## src/hw/rtl/lcgk_pkg.sv

```systemverilog
`default_nettype none

package lcgk_pkg;

  localparam logic [30:0] KeyMult   = 31'd48271;
  localparam logic [30:0] KeyMod    = 31'h7FFF_FFFF;
  localparam logic [8:0]  StreamMod = 9'hFF;
  localparam logic [5:0]  RecLen    = 6'h28;
  localparam logic [5:0]  OffStart  = 6'h20;
  localparam logic [5:0]  SizeStart = 6'h24;
  localparam logic [5:0]  RecLast   = RecLen - 6'd1;

  typedef enum logic [1:0] {
    KIND_NAME   = 2'd0,
    KIND_OFFSET = 2'd1,
    KIND_SIZE   = 2'd2
  } field_kind_t;

  // Handshake decisions that the top level hands to the datapath units.
  typedef struct packed {
    logic advance;
    logic restart;
  } step_ctrl_t;

  typedef struct packed {
    logic [7:0]  out_byte;
    logic [5:0]  byte_position;
    field_kind_t field_kind;
    logic        name_char_valid;
    logic        record_done;
    logic [31:0] entry_offset;
    logic [31:0] entry_size;
  } result_t;

  // Multiply by 48271 modulo 2^31-1. The high part of the product folds
  // back onto the low part because 2^31 is congruent to 1. A residue of
  // zero only comes from a key of 0 or 2^31-1, and both map to 2^31-1.
  function automatic logic [30:0] key_advance(input logic [30:0] k);
    logic [46:0] prod;
    logic [31:0] fold;
    logic [31:0] red;
    prod = 47'(k) * 47'(KeyMult);
    fold = 32'(prod[46:31]) + 32'(prod[30:0]);
    red  = (fold >= 32'(KeyMod)) ? fold - 32'(KeyMod) : fold;
    return (red == 32'd0) ? KeyMod : red[30:0];
  endfunction

  // Key modulo 255: 256 is congruent to 1, so the bytes are summed and folded.
  function automatic logic [7:0] key_mod255(input logic [30:0] k);
    logic [9:0] sum;
    logic [8:0] fold;
    sum  = 10'(k[7:0]) + 10'(k[15:8]) + 10'(k[23:16]) + 10'(k[30:24]);
    fold = 9'(sum[7:0]) + 9'(sum[9:8]);
    return (fold >= StreamMod) ? 8'(fold - StreamMod) : fold[7:0];
  endfunction

endpackage

`default_nettype wire

```

## src/hw/rtl/lcgk_record.sv

```systemverilog
`default_nettype none

module lcgk_record (
  input  wire logic                 clk,
  input  wire logic                 rst,
  input  wire lcgk_pkg::step_ctrl_t ctrl,
  input  wire logic [7:0]           out_byte,
  output lcgk_pkg::result_t         res
);
  import lcgk_pkg::*;

  logic [5:0]  position;
  logic [5:0]  position_next;
  logic [31:0] offset_acc;
  logic [31:0] offset_acc_next;
  logic [23:0] size_acc;
  logic [23:0] size_acc_next;
  logic [5:0]  pos;
  logic [31:0] offset_base;
  logic [23:0] size_base;
  logic        done;
  field_kind_t kind;

  always_comb begin
    pos         = (ctrl.restart || position >= RecLen) ? 6'd0 : position;
    offset_base = ctrl.restart ? 32'd0 : offset_acc;
    size_base   = ctrl.restart ? 24'd0 : size_acc;
    done        = (pos == RecLast);

    offset_acc_next = offset_base;
    size_acc_next   = size_base;
    if (pos < OffStart) begin
      kind = KIND_NAME;
    end else if (pos < SizeStart) begin
      kind = KIND_OFFSET;
      // Offset bytes start on a multiple of four, so the low bits pick the lane.
      case (pos[1:0])
        2'd0:    offset_acc_next[7:0]   = out_byte;
        2'd1:    offset_acc_next[15:8]  = out_byte;
        2'd2:    offset_acc_next[23:16] = out_byte;
        default: offset_acc_next[31:24] = out_byte;
      endcase
    end else begin
      kind = KIND_SIZE;
      // The top size byte goes straight to the result on the last byte.
      case (pos[1:0])
        2'd0:    size_acc_next[7:0]   = out_byte;
        2'd1:    size_acc_next[15:8]  = out_byte;
        2'd2:    size_acc_next[23:16] = out_byte;
        default: size_acc_next        = size_base;
      endcase
    end

    position_next = done ? 6'd0 : pos + 6'd1;

    res.out_byte        = out_byte;
    res.byte_position   = pos;
    res.field_kind      = kind;
    res.name_char_valid = (kind == KIND_NAME) && (out_byte != 8'd0);
    res.record_done     = done;
    res.entry_offset    = done ? offset_acc_next : 32'd0;
    res.entry_size      = done ? {out_byte, size_acc_next} : 32'd0;
  end

  always_ff @(posedge clk) begin
    if (rst) begin
      position   <= '0;
      offset_acc <= '0;
      size_acc   <= '0;
    end else if (ctrl.advance) begin
      position   <= position_next;
      offset_acc <= offset_acc_next;
      size_acc   <= size_acc_next;
    end
  end

endmodule

`default_nettype wire

```

## config.mk

```make
export PLATFORM = sky130hd
export DESIGN_NAME = lcgk_record
export DESIGN_NICKNAME = d
export VERILOG_FILES = /design/src/hw/rtl/lcgk_pkg.sv /design/src/hw/rtl/lcgk_record.sv
export SDC_FILE = /design/constraint.sdc
export NUM_CORES = 1
export LEC_CHECK = 0
export ABC_AREA = 1
export BUFFER_PORTS_ARGS = -buffer_cell sky130_fd_sc_hd__buf_2
export CAP_MARGIN = 40
export CORE_ASPECT_RATIO = 0.7
export CORE_MARGIN = 5
export CORE_UTILIZATION = 55
export CTS_CLUSTER_DIAMETER = 150
export DETAILED_ROUTE_END_ITERATION = 12
export GPL_TIMING_DRIVEN = 0
export HOLD_SLACK_MARGIN = 0.1
export PLACE_DENSITY = 0.83
export REMOVE_ABC_BUFFERS = 1
export SLEW_MARGIN = 15
export SYNTH_ARGS = -nofsm -noshare
export SYNTH_HDL_FRONTEND = slang
export SYNTH_SLANG_ARGS = --single-unit
```

## constraint.sdc

```tcl
create_clock -name clk -period 4.2 [get_ports clk]
set_clock_uncertainty 0.2 [all_clocks]
set_input_delay 0.84 -clock clk [delete_from_list [all_inputs] [get_ports clk]]
set_output_delay 0.84 -clock clk [all_outputs]
set_load 0.005 [all_outputs]
```

==> results.json <==
{
  "status": "complete, no violations",
  "power_leakage_nw": 2.58,
  "cp_slowest_cell": "nor2_4",
  "io_buffer_count": 93,
  "fp.coreArea_um2": 7350,
  "synth_compound_area_share_pct": 14.5,
  "r2r_cells": 11,
  "first_iter_violations": 630,
  "ios": 94,
  "worst_setup_path_start_kind": "input pin",
  "synth_top_area_cell": "dfxtp_1",
  "grt_first_pass_wirelength_mm": 21.6,
  "vias": 4989,
  "antenna_cells": 0,
  "path_common_cell": "nand3_1",
  "synth-adder-area-share_pct": 0.596,
  "syn-instance-count": 733,
  "peakVddDrop_mv": 0.165,
  "clkSinkCount": 62,
  "netlist_top_cells_area": "dfxtp_1, nand3_1, nand2_1",
  "synth_top_family_by_area": "simple AND/OR/NAND/NOR gates",
  "max_freq_mhz": 247,
  "grt_antenna_before_repair": 0,
  "synthSimpleGateAreaFrac_pct": 38.1,
  "layout-drive-gt1-share_pct": 16.1,
  "dr.pass1.iters": 5,
  "final_cell_mix": "nand2_1, nand3_1, inv_1",
  "powerDensity_nw_per_um2": 272,
  "min_period_over_period_pct": 96.5,
  "tns_ns": 0,
  "yosys_warnings": 0,
  "globalplace.congestion": 0.900,
  "r2r-end": "size_acc[8]",
  "timing.rr.start": "position[3]",
  "seq_area_frac_synth_pct": 29.6,
  "cts_tree": "yes",
  "ant_nets": 0,
  "avgSynthCellArea_um2": 5.73,
  "die-area_um2": 9510,
  "worstMarginPinSlew_ns": 0.875,
  "ys_types": 24,
  "maxSlewHeadroom_pct": 41.7,
  "rsz0062_at_grt": "false",
  "holdBufCountCts": 0,
  "clk_path_buf_depth": 2,
  "max_cap_viol_count": 0,
  "grt-ovfl-total": 0,
  "row_count": 26,
  "switching_power_mw": 0.396,
  "power_frac_clock_pct": 35.2,
  "synthXorXnorAreaFrac_pct": 0.209,
  "cp-endpoint": "res[61]",
  "yosys-mux-area-fraction_pct": 0,
  "insertion_delay_ns": 0.35,
  "chipWidth_um": 114,
  "cell_internal_pwr_mw": 0.911,
  "path_clk_slew_ns": 0.07,
  "final_nets": 799,
  "synth_top_area_share_pct": 29.6,
  "start_util_pct": 57.1,
  "grt_start_max_net_pins": 85,
  "grt_pass1_vias": 4651,
  "syn_area_um2": 4200,
  "worst_setup_path_end_kind": "output pin",
  "crit_chain": "buf_6 > clkinv_8 > nand3_1 > nand2_1 > nor2_4 > buf_4 > nand3_1 > a21oi_1 > buf_2",
  "hpwl_mm": 8.18,
  "fin_crit_ns": 4.05,
  "vias_per_cell": 5.63,
  "required_ns": 3.16,
  "drt-total-wl_mm": 13.2,
  "cts_root_buffer": "clkbuf_8",
  "fin_util_pct": 65.3,
  "pwr-share-seq_pct": 48.6,
  "wl_per_cell_um": 14.9,
  "min_path_type": "reg -> reg",
  "drc": 0,
  "cp_max_fo": 50,
  "grt.total_usage_pct": 27.4,
  "finalHoldViolCount": 0,
  "combPwrFrac_pct": 16.2,
  "power_switching_share_pct": 30.3,
  "die_h_um": 83.1,
  "yosys_register_bits": 62,
  "slew_violations": 0,
  "finalSetupViolations": 0,
  "worstSetupStartpoint": "ctrl[0]",
  "slowest_delay_ns": 0.34,
  "numCtsBuffers": 9,
  "area_delta_synth_final_pct": 14.3,
  "rrSetupSlack_ns": 1.72,
  "critical_path_class": "in -> out",
  "final_common_cell": "nand2_1",
  "h-tree-depth": 3,
  "worstPathArrival_ns": 3.01
}
==> cell usage after synthesis, drive strengths merged <==
| cell | count |
|---|---|
| nand2 | 147 |
| nand3 | 127 |
| inv | 114 |
| nor2 | 96 |
| a21oi | 95 |
| dfxtp | 62 |
| buf | 31 |
| clkbuf | 31 |
| o21ai | 20 |
| ha | 2 |
| nand4 | 2 |
| nor4 | 2 |
| o211ai | 2 |
| a211oi | 1 |
| xor2 | 1 |
==> cell type report <==
type | count | area, um^2
Clock buffer | 12 | 145
Timing Repair Buffer | 102 | 574
Fill cell | 701 | 2550
Clock inverter | 2 | 10.0
Inverter | 114 | 440
Multi-Input combinational cell | 496 | 2260
Sequential cell | 62 | 1240
Tap cell | 98 | 123
==> metrics by stage <==
stage | cells | power (mW) | cell area [um^2] | hold slack, ns | setup slack [ns]
floorplan | 671 | 0.766 | 3910 | 0.279 | -0.100
global placement | 862 | 0.833 | 4500 | 0.299 | -1.92
detailed placement | 866 | 0.853 | 4570 | 0.311 | -0.682
CTS | 881 | 1.30 | 4750 | 0.317 | 0.00586
global route | 886 | 1.36 | 4800 | 0.344 | 0.0755
finish | 886 | 1.31 | 4800 | 0.334 | 0.148
==> critical path, delay by kind of cell <==
kind / cells / cell delay, ns
buffers and inverters: 4 / 0.91
AO/OA/AOI/OAI: 1 / 0.29
AND/OR/NAND/NOR: 4 / 0.92
==> state kept, by name (all words and copies together) (netlist names) <==
| signal | count |
|---|---|
| size_acc | 24 |
| offset_acc | 32 |
| position | 6 |
==> repair_timing <==
action	CTS	global route
buffers inserted	0	5
endpoints found under the setup margin	66	49
cloned	1	0
endpoints found under the hold margin	0	0
gates resized for setup	5	5
pin swaps	1	1
==> kinds of logic (layout without fill, tap and decap cells) <==
logic type      count (synthesis)  after routing
simple gates                  374            375
buf+inv                       176            230
compound gates                118            118
flops                          62             62
fa+ha+maj                       2              2
xor+xnor                        1              1
==> power by group through the flow <==
stage / sequential, mW / combinational [mW] / clock, mW
after global placement: 0.646 / 0.187 / 0
after global routing: 0.638 / 0.238 / 0.484
after CTS: 0.635 / 0.208 / 0.455
after floorplan: 0.645 / 0.121 / 0
after detailed placement: 0.648 / 0.205 / 0
final: 0.635 / 0.212 / 0.459
==> worst min path at each step <==
stage,slack [ns],to,cells past startpoint,start
final,0.33,position[5],2,position[5]
after detailed placement,0.31,position[1],2,position[1]
after global routing,0.34,position[1],2,position[1]
after global placement,0.30,position[1],2,position[1]
after CTS,0.32,position[1],2,position[1]
after floorplan,0.28,position[1],2,position[1]
==> metal layers <==
metal	global-route usage, %	wire [um]
met1	36.0	5430
met2	44.4	6090
met3	6.76	1450
met4	7.77	223
met5	0	0
Note: power is estimated with default switching activity, not from simulation.
